[src/hdl/rcp_pkg.sv]
`default_nettype none
package rcp_pkg;
  localparam int CoordBits  = 16;
  localparam int FracBits   = 8;
  localparam int OutBits    = CoordBits + FracBits;
  localparam int RadiusBits = 23;
  // S*ONE*ONE fits in 2*(CoordBits+1)+2*FracBits bits
  localparam int SqBits     = 2 * (CoordBits + 1) + 2 * FracBits;
  localparam int RootBits   = SqBits / 2;
  localparam int DiffBits   = CoordBits + 1;
  // numerator mag*dist*ONE*2 + len
  localparam int NumBits    = CoordBits + RadiusBits + FracBits + 2;
  localparam logic [RadiusBits-1:0] RadiusReset = RadiusBits'(12800);

  typedef enum logic [1:0] {
    CMD_MOVE = 2'd0,
    CMD_LINE = 2'd1,
    CMD_QUAD = 2'd2
  } path_cmd_t;

  typedef enum logic [3:0] {
    ST_IDLE,
    ST_SQRT_A,
    ST_SQRT_B,
    ST_DIV_AX,
    ST_DIV_AY,
    ST_DIV_BX,
    ST_DIV_BY,
    ST_EMIT_LINE,
    ST_EMIT_QUAD,
    ST_EMIT_LAST,
    ST_EMIT_FIRST,
    ST_EMIT_SECOND
  } rcp_state_t;

  typedef struct packed {
    logic load;       // capture input vertex and differences
    logic sqrt_start; // start root of edge selected by sel_b
    logic div_start;  // start divide, component selected by div_sel
    logic sel_b;
    logic [1:0] div_sel;
  } rcp_cmd_t;

  typedef struct packed {
    logic busy;
  } rcp_stat_t;
endpackage
`default_nettype wire

[src/hdl/rcp_ctrl.sv]
`default_nettype none
module rcp_ctrl
  import rcp_pkg::*;
(
  input  wire logic       clk,
  input  wire logic       rst_n,
  input  wire logic       in_valid,
  output logic            in_ready,
  input  wire logic       in_final,
  output logic            out_valid,
  input  wire logic       out_ready,
  output path_cmd_t       out_cmd,
  output logic [1:0]      out_sel,   // 0 newest vertex/end, 1 pull a, 2 pull b
  output logic            out_last,
  output rcp_cmd_t        cmd,
  input  rcp_stat_t       stat
);
  rcp_state_t state_r, state_nxt;
  logic [1:0] held_r, held_nxt;
  logic fin_r, fin_nxt;
  // step units are busy from the cycle after start; busy is sampled after that
  logic started_r, started_nxt;

  always_ff @(posedge clk) begin
    if (!rst_n) begin
      state_r <= ST_IDLE;
      held_r  <= 2'd0;
      fin_r   <= 1'b0;
    end else begin
      state_r <= state_nxt;
      held_r  <= held_nxt;
      fin_r   <= fin_nxt;
    end
  end

  always_comb begin
    state_nxt = state_r;
    held_nxt  = held_r;
    fin_nxt   = fin_r;
    case (state_r)
      ST_IDLE: if (in_valid) begin
        fin_nxt = in_final;
        case (held_r)
          2'd0: state_nxt = ST_EMIT_FIRST;
          2'd1: begin
            held_nxt  = in_final ? 2'd0 : 2'd2;
            state_nxt = in_final ? ST_EMIT_SECOND : ST_IDLE;
          end
          default: state_nxt = ST_SQRT_A;
        endcase
      end
      ST_SQRT_A: if (started_r && !stat.busy) state_nxt = ST_SQRT_B;
      ST_SQRT_B: if (started_r && !stat.busy) state_nxt = ST_DIV_AX;
      ST_DIV_AX: if (started_r && !stat.busy) state_nxt = ST_DIV_AY;
      ST_DIV_AY: if (started_r && !stat.busy) state_nxt = ST_DIV_BX;
      ST_DIV_BX: if (started_r && !stat.busy) state_nxt = ST_DIV_BY;
      ST_DIV_BY: if (started_r && !stat.busy) state_nxt = ST_EMIT_LINE;
      ST_EMIT_LINE: if (out_ready) state_nxt = ST_EMIT_QUAD;
      ST_EMIT_QUAD: if (out_ready) begin
        state_nxt = fin_r ? ST_EMIT_LAST : ST_IDLE;
        if (fin_r) held_nxt = 2'd0;
      end
      ST_EMIT_LAST: if (out_ready) state_nxt = ST_IDLE;
      ST_EMIT_FIRST: if (out_ready) begin
        state_nxt = ST_IDLE;
        held_nxt  = fin_r ? 2'd0 : 2'd1;
      end
      ST_EMIT_SECOND: if (out_ready) state_nxt = ST_IDLE;
      default: state_nxt = ST_IDLE;
    endcase
  end

  always_ff @(posedge clk) begin
    if (!rst_n) started_r <= 1'b0;
    else        started_r <= started_nxt;
  end

  always_comb begin
    in_ready  = (state_r == ST_IDLE);
    out_valid = 1'b0;
    out_cmd   = CMD_LINE;
    out_sel   = 2'd0;
    out_last  = 1'b0;
    cmd       = '0;
    started_nxt = 1'b0;
    cmd.load  = (state_r == ST_IDLE) && in_valid;
    case (state_r)
      ST_SQRT_A, ST_SQRT_B, ST_DIV_AX, ST_DIV_AY, ST_DIV_BX, ST_DIV_BY: begin
        started_nxt = 1'b1;
        if (!started_r) begin
          cmd.sqrt_start = (state_r == ST_SQRT_A) || (state_r == ST_SQRT_B);
          cmd.div_start  = !cmd.sqrt_start;
        end
        if (started_r && !stat.busy) started_nxt = 1'b0;
      end
      default: ;
    endcase
    cmd.sel_b = (state_r == ST_SQRT_B);
    case (state_r)
      ST_DIV_AY: cmd.div_sel = 2'd1;
      ST_DIV_BX: cmd.div_sel = 2'd2;
      ST_DIV_BY: cmd.div_sel = 2'd3;
      default:   cmd.div_sel = 2'd0;
    endcase
    case (state_r)
      ST_EMIT_LINE: begin out_valid = 1'b1; out_sel = 2'd1; end
      ST_EMIT_QUAD: begin
        out_valid = 1'b1; out_cmd = CMD_QUAD; out_sel = 2'd2; out_last = !fin_r;
      end
      ST_EMIT_LAST: begin out_valid = 1'b1; out_last = 1'b1; end
      ST_EMIT_FIRST: begin out_valid = 1'b1; out_cmd = CMD_MOVE; out_last = 1'b1; end
      ST_EMIT_SECOND: begin out_valid = 1'b1; out_last = 1'b1; end
      default: ;
    endcase
  end
endmodule
`default_nettype wire

[src/hdl/rcp_dp.sv]
`default_nettype none
module rcp_dp
  import rcp_pkg::*;
(
  input  wire logic                         clk,
  input  wire logic                         rst_n,
  input  wire logic signed [CoordBits-1:0]  in_x,
  input  wire logic signed [CoordBits-1:0]  in_y,
  input  wire logic [RadiusBits-1:0]        radius,
  input  rcp_cmd_t                          cmd,
  output rcp_stat_t                         stat,
  input  wire logic [1:0]                   out_sel,
  input  wire logic                         out_quad,
  output logic signed [OutBits-1:0]         end_x,
  output logic signed [OutBits-1:0]         end_y,
  output logic signed [OutBits-1:0]         ctrl_x,
  output logic signed [OutBits-1:0]         ctrl_y
);
  logic signed [CoordBits-1:0] px_r, py_r;
  logic signed [DiffBits-1:0] d_r [4];   // ax, ay, bx, by
  logic [RootBits-1:0] la_r, lb_r;
  logic signed [OutBits+1:0] off_r [4];

  // px/py hold the newest vertex, cx/cy the one before it (the corner)
  logic signed [CoordBits-1:0] cx_r, cy_r;
  always_ff @(posedge clk) begin
    if (cmd.load) begin
      px_r  <= in_x;
      py_r  <= in_y;
      cx_r  <= px_r;  cy_r  <= py_r;
      d_r[0] <= DiffBits'(cx_r) - DiffBits'(px_r);
      d_r[1] <= DiffBits'(cy_r) - DiffBits'(py_r);
      d_r[2] <= DiffBits'(in_x) - DiffBits'(px_r);
      d_r[3] <= DiffBits'(in_y) - DiffBits'(py_r);
    end
  end

  // square root, two radicand bits per step
  logic [SqBits-1:0] sq_x_r;
  logic [$clog2(RootBits+1)-1:0] sq_cnt_r;
  logic sq_busy_r, sq_b_r;
  logic [DiffBits-2:0] mx, my;
  logic [2*DiffBits-1:0] sx, sy;
  logic [SqBits-1:0] s_full;
  logic signed [DiffBits-1:0] ex, ey;

  always_comb begin
    ex = cmd.sel_b ? d_r[2] : d_r[0];
    ey = cmd.sel_b ? d_r[3] : d_r[1];
    mx = ex[DiffBits-1] ? (DiffBits-1)'(-ex) : ex[DiffBits-2:0];
    my = ey[DiffBits-1] ? (DiffBits-1)'(-ey) : ey[DiffBits-2:0];
    sx = (2*DiffBits)'(mx) * (2*DiffBits)'(mx);
    sy = (2*DiffBits)'(my) * (2*DiffBits)'(my);
    s_full = (SqBits'(sx) + SqBits'(sy)) << (2 * FracBits);
  end

  // restoring root: remainder rem, root q
  logic [RootBits+1:0] rem_r;
  logic [RootBits-1:0] q_r;
  logic [RootBits+1:0] trial;
  logic [RootBits+1:0] rem_next;
  always_comb begin
    rem_next = {rem_r[RootBits-1:0], sq_x_r[SqBits-1 -: 2]};
    trial    = {q_r, 2'b01};
  end

  always_ff @(posedge clk) begin
    if (!rst_n) begin
      sq_busy_r <= 1'b0;
    end else begin
      if (cmd.sqrt_start) begin
        sq_busy_r <= 1'b1;
        sq_x_r    <= s_full;
        rem_r     <= '0;
        q_r       <= '0;
        sq_cnt_r  <= '0;
        sq_b_r    <= cmd.sel_b;
      end else if (sq_busy_r &&
                   sq_cnt_r != ($clog2(RootBits+1))'(RootBits)) begin
        sq_x_r   <= sq_x_r << 2;
        sq_cnt_r <= sq_cnt_r + 1'b1;
        if (rem_next >= trial) begin
          rem_r <= rem_next - trial;
          q_r   <= {q_r[RootBits-2:0], 1'b1};
        end else begin
          rem_r <= rem_next;
          q_r   <= {q_r[RootBits-2:0], 1'b0};
        end
      end else if (sq_busy_r) begin
        // round to nearest: remainder n - q*q > q means add one
        if (RootBits'(rem_r) > q_r || rem_r[RootBits+1:RootBits] != 2'b00) begin
          if (sq_b_r) lb_r <= q_r + 1'b1; else la_r <= q_r + 1'b1;
        end else begin
          if (sq_b_r) lb_r <= q_r; else la_r <= q_r;
        end
        sq_busy_r <= 1'b0;
      end
    end
  end

  // pull distance
  logic [RootBits-1:0] ha, hb, pull_len;
  always_comb begin
    ha = la_r >> 1;
    hb = lb_r >> 1;
    pull_len = RootBits'(radius);
    if (ha < pull_len) pull_len = ha;
    if (hb < pull_len) pull_len = hb;
  end

  // divider: (mag*dist*ONE*2 + len) / (2*len), one quotient bit per step
  logic [NumBits-1:0] dv_num_r, dv_q_r;
  logic [RootBits+1:0] dv_den_r;
  logic [RootBits+2:0] dv_rem_r;
  logic [$clog2(NumBits+1)-1:0] dv_cnt_r;
  logic dv_busy_r, dv_neg_r, dv_zero_r;
  logic [1:0] dv_sel_r;
  logic [RootBits-1:0] dv_len;
  logic signed [DiffBits-1:0] dv_d;
  logic [DiffBits-2:0] dv_mag;
  logic [NumBits-1:0] dv_prod;
  logic [RootBits+2:0] dv_sh;

  always_comb begin
    dv_d   = d_r[cmd.div_sel];
    dv_len = cmd.div_sel[1] ? lb_r : la_r;
    dv_mag = dv_d[DiffBits-1] ? (DiffBits-1)'(-dv_d) : dv_d[DiffBits-2:0];
    dv_prod = (NumBits'(dv_mag) * NumBits'(pull_len[RadiusBits-1:0])) << (FracBits + 1);
    dv_prod = dv_prod + NumBits'(dv_len);
    dv_sh   = {dv_rem_r[RootBits+1:0], dv_num_r[NumBits-1]};
  end

  always_ff @(posedge clk) begin
    if (!rst_n) begin
      dv_busy_r <= 1'b0;
    end else if (cmd.div_start) begin
      dv_busy_r <= 1'b1;
      dv_num_r  <= dv_prod;
      dv_den_r  <= {dv_len, 1'b0};
      dv_rem_r  <= '0;
      dv_q_r    <= '0;
      dv_cnt_r  <= '0;
      dv_neg_r  <= dv_d[DiffBits-1];
      dv_zero_r <= (dv_len == '0);
      dv_sel_r  <= cmd.div_sel;
    end else if (dv_busy_r) begin
      if (dv_cnt_r != ($clog2(NumBits+1))'(NumBits)) begin
        dv_cnt_r <= dv_cnt_r + 1'b1;
        dv_num_r <= dv_num_r << 1;
        if (dv_sh >= (RootBits+3)'(dv_den_r)) begin
          dv_rem_r <= dv_sh - (RootBits+3)'(dv_den_r);
          dv_q_r   <= {dv_q_r[NumBits-2:0], 1'b1};
        end else begin
          dv_rem_r <= dv_sh;
          dv_q_r   <= {dv_q_r[NumBits-2:0], 1'b0};
        end
      end else begin
        dv_busy_r <= 1'b0;
        if (dv_zero_r) off_r[dv_sel_r] <= '0;
        else if (dv_neg_r) off_r[dv_sel_r] <= -(OutBits+2)'(dv_q_r);
        else off_r[dv_sel_r] <= (OutBits+2)'(dv_q_r);
      end
    end
  end

  assign stat.busy = sq_busy_r || dv_busy_r;

  function automatic logic signed [OutBits-1:0] sat(input logic signed [OutBits+2:0] v);
    logic signed [OutBits+2:0] hi, lo;
    hi = (OutBits+3)'((1 << (OutBits-1)) - 1);
    lo = -hi - 1;
    if (v > hi) return hi[OutBits-1:0];
    if (v < lo) return lo[OutBits-1:0];
    return v[OutBits-1:0];
  endfunction

  logic signed [OutBits+2:0] qcx, qcy, qpx, qpy;
  always_comb begin
    qcx = (OutBits+3)'(cx_r) <<< FracBits;
    qcy = (OutBits+3)'(cy_r) <<< FracBits;
    qpx = (OutBits+3)'(px_r) <<< FracBits;
    qpy = (OutBits+3)'(py_r) <<< FracBits;
    case (out_sel)
      2'd1: begin
        end_x = sat(qcx + (OutBits+3)'(off_r[0]));
        end_y = sat(qcy + (OutBits+3)'(off_r[1]));
      end
      2'd2: begin
        end_x = sat(qcx + (OutBits+3)'(off_r[2]));
        end_y = sat(qcy + (OutBits+3)'(off_r[3]));
      end
      default: begin
        end_x = sat(qpx);
        end_y = sat(qpy);
      end
    endcase
    ctrl_x = out_quad ? sat(qcx) : '0;
    ctrl_y = out_quad ? sat(qcy) : '0;
  end
endmodule
`default_nettype wire

[src/hdl/rounded_corner_polyline_unit.sv]
// Rounded-corner polyline path generator.
// Input channel in_*: one vertex per beat (in_point_x/y integer pixels,
// in_final_point marks the polyline's last vertex).
// Output channel out_*: path commands; move-to for the first vertex,
// line-to plus quadratic curve-to for each corner, line-to for the end.
// out_run_last flags the last command caused by a vertex.
// Config channel cfg_*: corner radius, unsigned Q15.8; always ready, write
// it only while no vertex is in flight.
// A corner vertex runs two square roots (one root bit per cycle) and four
// divides (one quotient bit per cycle) in turn through shared step units;
// the line-to is presented once the last divide is done.
// The controller holds each command on the outputs until out_ready;
// while the receiver stalls no further vertex is taken.
// Reset clears the held-vertex count and sets the radius to 50.0 pixels.
`default_nettype none
module rounded_corner_polyline_unit
  import rcp_pkg::*;
(
  input  wire logic                        clk,
  input  wire logic                        rst_n,
  input  wire logic                        in_valid,
  output logic                             in_ready,
  input  wire logic signed [CoordBits-1:0] in_point_x,
  input  wire logic signed [CoordBits-1:0] in_point_y,
  input  wire logic                        in_final_point,
  output logic                             out_valid,
  input  wire logic                        out_ready,
  output logic [1:0]                       out_path_cmd,
  output logic signed [OutBits-1:0]        out_end_x,
  output logic signed [OutBits-1:0]        out_end_y,
  output logic signed [OutBits-1:0]        out_ctrl_x,
  output logic signed [OutBits-1:0]        out_ctrl_y,
  output logic                             out_run_last,
  input  wire logic                        cfg_valid,
  output logic                             cfg_ready,
  input  wire logic [RadiusBits-1:0]       cfg_corner_radius
);
  logic [RadiusBits-1:0] radius_r;
  rcp_cmd_t  cmd;
  rcp_stat_t stat;
  path_cmd_t pc;
  logic [1:0] sel;

  assign cfg_ready = 1'b1;
  always_ff @(posedge clk) begin
    if (!rst_n) radius_r <= RadiusReset;
    else if (cfg_valid) radius_r <= cfg_corner_radius;
  end

  rcp_ctrl u_ctrl (
    .clk, .rst_n, .in_valid, .in_ready, .in_final(in_final_point),
    .out_valid, .out_ready, .out_cmd(pc), .out_sel(sel),
    .out_last(out_run_last), .cmd, .stat
  );

  rcp_dp u_dp (
    .clk, .rst_n, .in_x(in_point_x), .in_y(in_point_y), .radius(radius_r),
    .cmd, .stat, .out_sel(sel), .out_quad(pc == CMD_QUAD),
    .end_x(out_end_x), .end_y(out_end_y), .ctrl_x(out_ctrl_x), .ctrl_y(out_ctrl_y)
  );

  assign out_path_cmd = pc;
endmodule
`default_nettype wire

[config.mk]
export PLATFORM = sky130hd
export DESIGN_NAME = rounded_corner_polyline_unit
export DESIGN_NICKNAME = d
export VERILOG_FILES = /design/src/hdl/rcp_pkg.sv /design/src/hdl/rcp_ctrl.sv /design/src/hdl/rcp_dp.sv /design/src/hdl/rounded_corner_polyline_unit.sv
export SDC_FILE = /design/constraint.sdc
export NUM_CORES = 2
export LEC_CHECK = 0
export CORE_AREA = 4 4 440 268
export CTS_CLUSTER_DIAMETER = 50
export DETAILED_ROUTE_END_ITERATION = 7
export DIE_AREA = 0 0 444 272
export DONT_BUFFER_PORTS = 1
export PLACE_DENSITY = 0.84
export SLEW_MARGIN = 10
export SYNTH_ARGS = -nofsm -noshare
export SYNTH_HDL_FRONTEND = slang
export SYNTH_SLANG_ARGS = --single-unit
[constraint.sdc]
create_clock -name clk -period 10.74 [get_ports clk]
set_input_delay 0.537 -clock clk [delete_from_list [all_inputs] [get_ports clk]]
set_output_delay 0.537 -clock clk [all_outputs]
set_load 0.005 [all_outputs]
# Word-level counts from Yosys, hierarchy flattened

Memory sizes are Yosys's and may differ from the RTL's.
Cells that the tools add are included.
Widths: inputs -> output; s select.

Flip-flop bits (word level): 390
Bits of input ports: 61
Memory bits (writable): 172
Word-level logic and storage cells: 302
Output and inout bits: 102
Memories kept: 2

Magnitude comparators: 21
Reductions and logical operators: 31
$add $sub $neg: 19
Equality and inequality tests: 31
Bitwise operators: 5
Muxes and demuxes: 163
Multipliers: 3

Memory list:

| name       | depth | bits a word | rd ports | clocked after memory_dff | wr ports | RTL line     | text |
|---|---|---|---|---|---|---|---|
| u_dp.off_r | 4     | 26          | 4        | 0                        | 1        | rcp_dp.sv:22 | `logic signed [OutBits+1:0] off_r [4];` |
| u_dp.d_r   | 4     | 17          | 5        | 0                        | 4        | rcp_dp.sv:20 | `logic signed [DiffBits-1:0] d_r [4];` |

Operator list:

| kind                 | number |
|---|---|
| $mux 24              | 35 |
| $mux 25              | 8 |
| $mux 49              | 3 |
| $mux 27              | 5 |
| $add 24x26->27       | 4 |
| $gt 27x24->1 const B | 4 |
| $lt 27x24->1 const B | 4 |
| $mux 26              | 4 |
| $mux 50              | 2 |
| $gt 24x24->1 const B | 4 |
| $lt 24x24->1 const B | 4 |
| $pmux 24 s2          | 2 |
| $mux 1               | 68 |
| $sub 16x16->17       | 4 |
| $mul 16x16->32       | 2 |
| $add 48x25->49       | 1 |
| $mux 16              | 3 |
| $mux 4               | 12 |
| $neg 16->16          | 3 |
| $pmux 4 s10          | 1 |
| $mul 16x23->39       | 1 |
| $mux 17              | 2 |
| $add 32x32->33       | 1 |
| $ge 28x26->1         | 1 |
| other kinds (47)     | 95 |

# Logic depth before layout (Yosys ltp)

Depth after elaboration: 10
Mapped depth: 54
Gate-level depth less buffers: 50

# Hierarchy

From an unflattened synthesis, not the netlist that was laid out.

Cells, all modules: 6335
Area, all modules: 61856.8 um2

By module, submodules not included:

| module                       | seq. area each (um2) | cells an instance | times used | area each (um2) |
|---|---|---|---|---|
| rcp_dp                       | 15504.9              | 6179              | 1          | 60339.1 |
| rounded_corner_polyline_unit | 460.4                | 77                | 1          | 903.4 |
| rcp_ctrl                     | 160.2                | 79                | 1          | 614.3 |

# Worst setup path after synthesis

Ideal clock, no wire load.

Kind: reg-to-reg
From: reg u_dp.la_r[10]
To: reg u_dp.dv_num_r[44] (data pin)
Arrival time: 11.388 ns
Clock period less this slack: 11.647 ns
Data required time: 10.480 ns
Setup slack: -0.907 ns
Cell stages (with the launch flop): 49
Setup time: 0.260 ns
Buffers on the path: 6
Path through: edfxtp_1 -> ha_1 -> a21o_1 -> a211o_1 -> a31o_2 -> a21o_1 -> a31o_2 -> buf_2 -> buf_1 -> mux2i_1 -> ha_1 -> a21o_1 -> a21o_1 -> a21o_1 -> a21o_1 -> a21oi_1 -> o21ai_0 -> o22ai_1 -> [13 not listed] -> inv_1 -> fa_1 -> inv_1 -> fa_1 -> inv_1 -> ha_1 -> clkbuf_1 -> a21oi_1 -> o21ai_0 -> a211oi_1 -> nor2_1 -> o22ai_1 -> or4b_2 -> o211ai_1 -> o21ai_0 -> nor4_2 -> xnor2_1 -> mux2_2

Longest elaborated chain between the ends: 7
Elaborated cells between the ends (all ways): 8
Those cells by class: 1 x add/sub; 1 x mul; 2 x order compare; 4 x mux

RTL lines:

| what                   | RTL line      | text |
|---|---|---|
| from (decl)            | rcp_dp.sv:21  | `logic [RootBits-1:0] la_r, lb_r;` |
| from (signal assigned) | rcp_dp.sv:92  | `if (sq_b_r) lb_r <= q_r + 1'b1; else la_r <= q_r + 1'b1;` |
| from (signal assigned) | rcp_dp.sv:94  | `if (sq_b_r) lb_r <= q_r; else la_r <= q_r;` |
| $lt 24x23->1           | rcp_dp.sv:107 | `if (ha < pull_len) pull_len = ha;` |
| $mux 24                | rcp_dp.sv:107 |  |
| $lt 24x24->1           | rcp_dp.sv:108 | `if (hb < pull_len) pull_len = hb;` |
| $mux 23                | rcp_dp.sv:108 |  |
| $mul 16x23->39         | rcp_dp.sv:128 | `dv_prod = (NumBits'(dv_mag) * NumBits'(pull_len[RadiusBits-1:0])) << (FracBits + 1);` |
| $add 48x25->49 *       | rcp_dp.sv:129 | `dv_prod = dv_prod + NumBits'(dv_len);` |
| $mux 49 *              | rcp_dp.sv:136 | `end else if (cmd.div_start) begin` |
| to (signal assigned)   | rcp_dp.sv:138 | `dv_num_r <= dv_prod;` |
| to (signal assigned)   | rcp_dp.sv:149 | `dv_num_r <= dv_num_r << 1;` |
| to (decl)              | rcp_dp.sv:112 | `logic [NumBits-1:0] dv_num_r, dv_q_r;` |

Mark *: on every way between the ends. The rest lies on a longest branch, timed or not.
A chain may end at the register's enable or synchronous reset.

# Worst setup path after layout

From: reg u_dp.la_r[10]
To: reg u_dp.dv_num_r[43] (data pin)

The elaborated chain is that of the path after synthesis.

==> run summary <==
The post-detailed-routing wire length is 190,000 microns, and the number of synthesized flops with an enable pin is 515. After synthesis, the largest area contributor takes up 24.9% of total cell area. The count of unique library cells instantiated by Yosys is 101.

For the max-slew violation total from the final report, the log shows 0. Between clock sinks in the finished design, the worst skew comes to 0.0886 ns. The startpoint identified for the worst hold timing path is cfg_valid. STA classifies the critical path startpoint as a flop. Of all flip-flops after synthesis, the portion carrying an async set or reset was 0%. The cell count after synthesis was 6,514; the first-iteration detailed-routing DRC count was 5,260. In the final routed layout, each cell accounts on average for 22.2 microns.

The number of cells on the worst reg-to-reg path is 55. The total overflow left after global routing is 0. For the remaining max-slew budget at the tightest pin, the log shows 24.7%. The checks that failed: negative setup slack. Setup repair after global routing could not meet its margin everywhere.

The logs give 22 for the number of setup violations in the final report and 0 for the max capacitance violation total. In this run the mean area of a mapped cell was 9.55 sq um. After synthesis the cells add up to 62,200 sq um. Across every metal layer, demand over resource in global routing totals 31.0%. In this run the core area contains 96 standard-cell rows.

The pre-antenna-repair detailed-routing pass consisted of 6 iterations. The number of cells traversed by the worst hold path works out to 2. TritonCTS built the clock tree. After synthesis, flip-flops and latches occupy 25.9% of the total area.

Counting every sink on the clock net gives 548. The finished layout holds 8,560 standard cells, fillers aside. Buffers inserted during clock tree synthesis total 61.

The commonest register cell after synthesis was edfxtp_1. The kind of critical path was reg -> reg. The die covers 121,000 sq um. The worst register-to-register path has a setup slack of -0.60 ns. The run gives 0 as the final hold violation count. For the final worst slack, the log shows -0.600 ns. The initial antenna violation count is 10, and the via density per instance is 5.88. The biggest cell delay along the critical path was 0.55 ns. By instance count, the leading cell after synthesis is inv_1. The routed layout has 50,400 vias. The startpoint identified for the worst register-to-register timing path is u_dp.la_r[10]$_DFFE_PP_.

The HPWL after detailed placement is 151,000 microns. Ranked by instance count, the synthesized netlist is headed by 1,082 x inv_1, 690 x fa_1, 631 x nor2_1. The flow ran to the end, but the final reports show violations.

Sorting the synthesized cells by area gives the leading types as edfxtp_1 25%, fa_1 22%, ha_1 11%. Final net count: 8,301. By instance count, the cell type seen most on the critical path is a21o_1. The slew at the pin closest to its max-slew limit was 1.13 ns; the maximum clock rate was 88.2 MHz. The clock passes through at most 3 buffers.

Reg-to-reg endpoint: u_dp.dv_num_r[43]$_DFFE_PP_. The min-delay analysis places its worst path in the category in -> reg. Kind of capture point of the worst setup path: a flop.

The total instance count after detailed placement came out at 8,287. The final cycle utilization of the critical path is 106%, and the horizontal extent of the die is 444 microns. For hold timing, the worst endpoint is radius_r[2]$_SDFFE_PN0P_.

Of all nets on the critical path, the largest fanout is 8. The die is 272 microns tall. For this configuration, the core starts out at a cell density of 54.7%.

The slowest library cell on the worst path was fa_1. Clock-pin slew reported for the worst setup and hold paths after clock tree synthesis: 0.06 ns. The total area inside the core boundary comes to 114,000 sq um. Entering global routing, the biggest net connects 75 pins. The number of flip-flops and latches in the synthesized netlist is 548. The H-tree generated during clock tree synthesis spans 2 levels. At the end of routability-driven placement, the weighted congestion stood at 1.02. Root buffer selected by CTS: clkbuf_16. The synthesis-to-layout area growth came out at 15.7%.

Data on the critical path is required at its endpoint by 11.12 ns. Yosys printed 0 warnings. The first global-routing pass estimated 292,000 microns of wire.

For this run, design rule violations remaining after detail routing come to 0. During I/O placement, the number of pins put on the boundary was 163. The count of input and output buffers works out to 0.

The biggest area consumer among synthesized cells is edfxtp_1. The number of nets with antenna violations after routing was 0; the number of global-route vias before repair was 50,200. STA puts the critical path data arrival time at 11.72 ns. The routed design could run at a clock period as short as 11.34 ns. Cells with a size suffix above 1 make up 14.7% of the layout. The tools report the insertion delay to the later sink of the worst-skew pair as 0.70 ns.
worst max path at each step:
stage                               from  slack (ns)                           to  depth (start not counted)
4_1_cts          u_dp.la_r[10]$_DFFE_PP_       -0.28  u_dp.dv_num_r[44]$_DFFE_PP_                         46
3_3_place_gp   radius_r[13]$_SDFFE_PN1P_       -0.60  u_dp.dv_num_r[45]$_DFFE_PP_                         48
3_5_place_dp     u_dp.la_r[10]$_DFFE_PP_       -0.89  u_dp.dv_num_r[45]$_DFFE_PP_                         46
5_1_grt          u_dp.la_r[10]$_DFFE_PP_       -0.95  u_dp.dv_num_r[46]$_DFFE_PP_                         45
2_1_floorplan    u_dp.la_r[10]$_DFFE_PP_       -0.18  u_dp.dv_num_r[47]$_DFFE_PP_                         48
6_report         u_dp.la_r[10]$_DFFE_PP_       -0.60  u_dp.dv_num_r[43]$_DFFE_PP_                         55
metal layers:
| layer | track usage [%] | part of all wire (%) | wire length (microns) | up-vias |
|---|---|---|---|---|
| met5 | 0.357 | 0.075 | 142 | - |
| met3 | 12.0 | 14 | 27400 | 361 |
| li1 | - | - | - | 22500 |
| met2 | 43.6 | 41 | 77000 | 2805 |
| met1 | 45.5 | 43 | 80700 | 24700 |
| met4 | 6.39 | 2.3 | 4370 | 10 |
critical path: cells and delay by family, from the launching register on:
family | cells | cell delay (ns)
fa+ha+maj | 10 | 3.43
compound gates | 19 | 3.42
simple gates | 9 | 1.48
buf+inv | 13 | 1.43
mux | 2 | 0.54
flops | 1 | 0.44
xor+xnor | 2 | 0.26
logic make-up (layout without fill, tap and decap cells):
group                      Yosys count  in the layout  synth area share (%)
and+or+nand+nor                   1888           1888                  13.9
buffers and inverters             1299           1808                  8.04
adders and majority gates         1254           1254                  33.5
AOI/OAI and AO/OA                  982            982                  10.4
DFF                                548            548                  25.9
xor gates and xnor gates           347            347                  4.97
muxes                              194            194                  3.20
other                                2             20                0.0121
flip-flops by register name, summed over array words and instances, names as in the netlist, 26 cells and up:
register       cells
u_dp.dv_rem_r     27
u_dp.sq_x_r       34
u_dp.dv_q_r       26
u_dp.d_r          68
u_dp.off_r       104
u_dp.rem_r        27
u_dp.dv_num_r     49
placed cells by master (no fill, tap or decap), types with 74 or more instances in the layout:
cell type / netlist / layout
and2_1: 122 / 119
xor2_1: 133 / 127
fa_1: 690 / 658
buf_4: 22 / 490
nand3_1: 78 / 74
nor2_1: 631 / 602
o21ai_0: 218 / 194
ha_1: 564 / 539
inv_1: 1082 / 1057
nor3_1: 97 / 88
edfxtp_1: 515 / 515
nand2_1: 607 / 584
a21o_1: 117 / 117
xnor2_1: 207 / 198
a21oi_1: 200 / 183
mux2i_1: 155 / 129
through the flow:
stage	area [sq um]	utilization [%]	TNS, ns	worst slack, ns	hold WS, ns
2_1_floorplan	62800	-	-0.578	-0.176	0.426
3_3_place_gp	67300	59.2	-6.19	-0.603	0.427
3_5_place_dp	67300	59.2	-12.71	-0.886	0.432
4_1_cts	71200	62.6	-2.93	-0.285	0.00144
5_1_grt	72000	63.3	-16.58	-0.954	0.0149
6_report	72000	63.3	-7.30	-0.600	0.0369
area by class of cell:
type / count / area, sq um
diodes: 2 / 5.00
well taps: 1519 / 1900
clock inverters: 44 / 566
multi-input cells: 4683 / 42700
inverters: 1097 / 4120
clock buffers: 72 / 1590
fillers: 8719 / 41800
repair buffers: 595 / 4990
flip-flops and latches: 548 / 16100
what timing repair did:
| item | CTS | global route |
|---|---|---|
| pin swaps | 128 | 103 |
| setup endpoints to repair | 29 | 36 |
| resized for setup | 150 | 124 |
| hold buffers | 51 | 0 |
| hold endpoints to repair | 52 | 0 |
| cloned | 2 | 1 |
| buffers inserted | 62 | 44 |
Power is not shown: default switching activity piles up to over one toggle a cycle in this logic, so the estimate is an artifact.
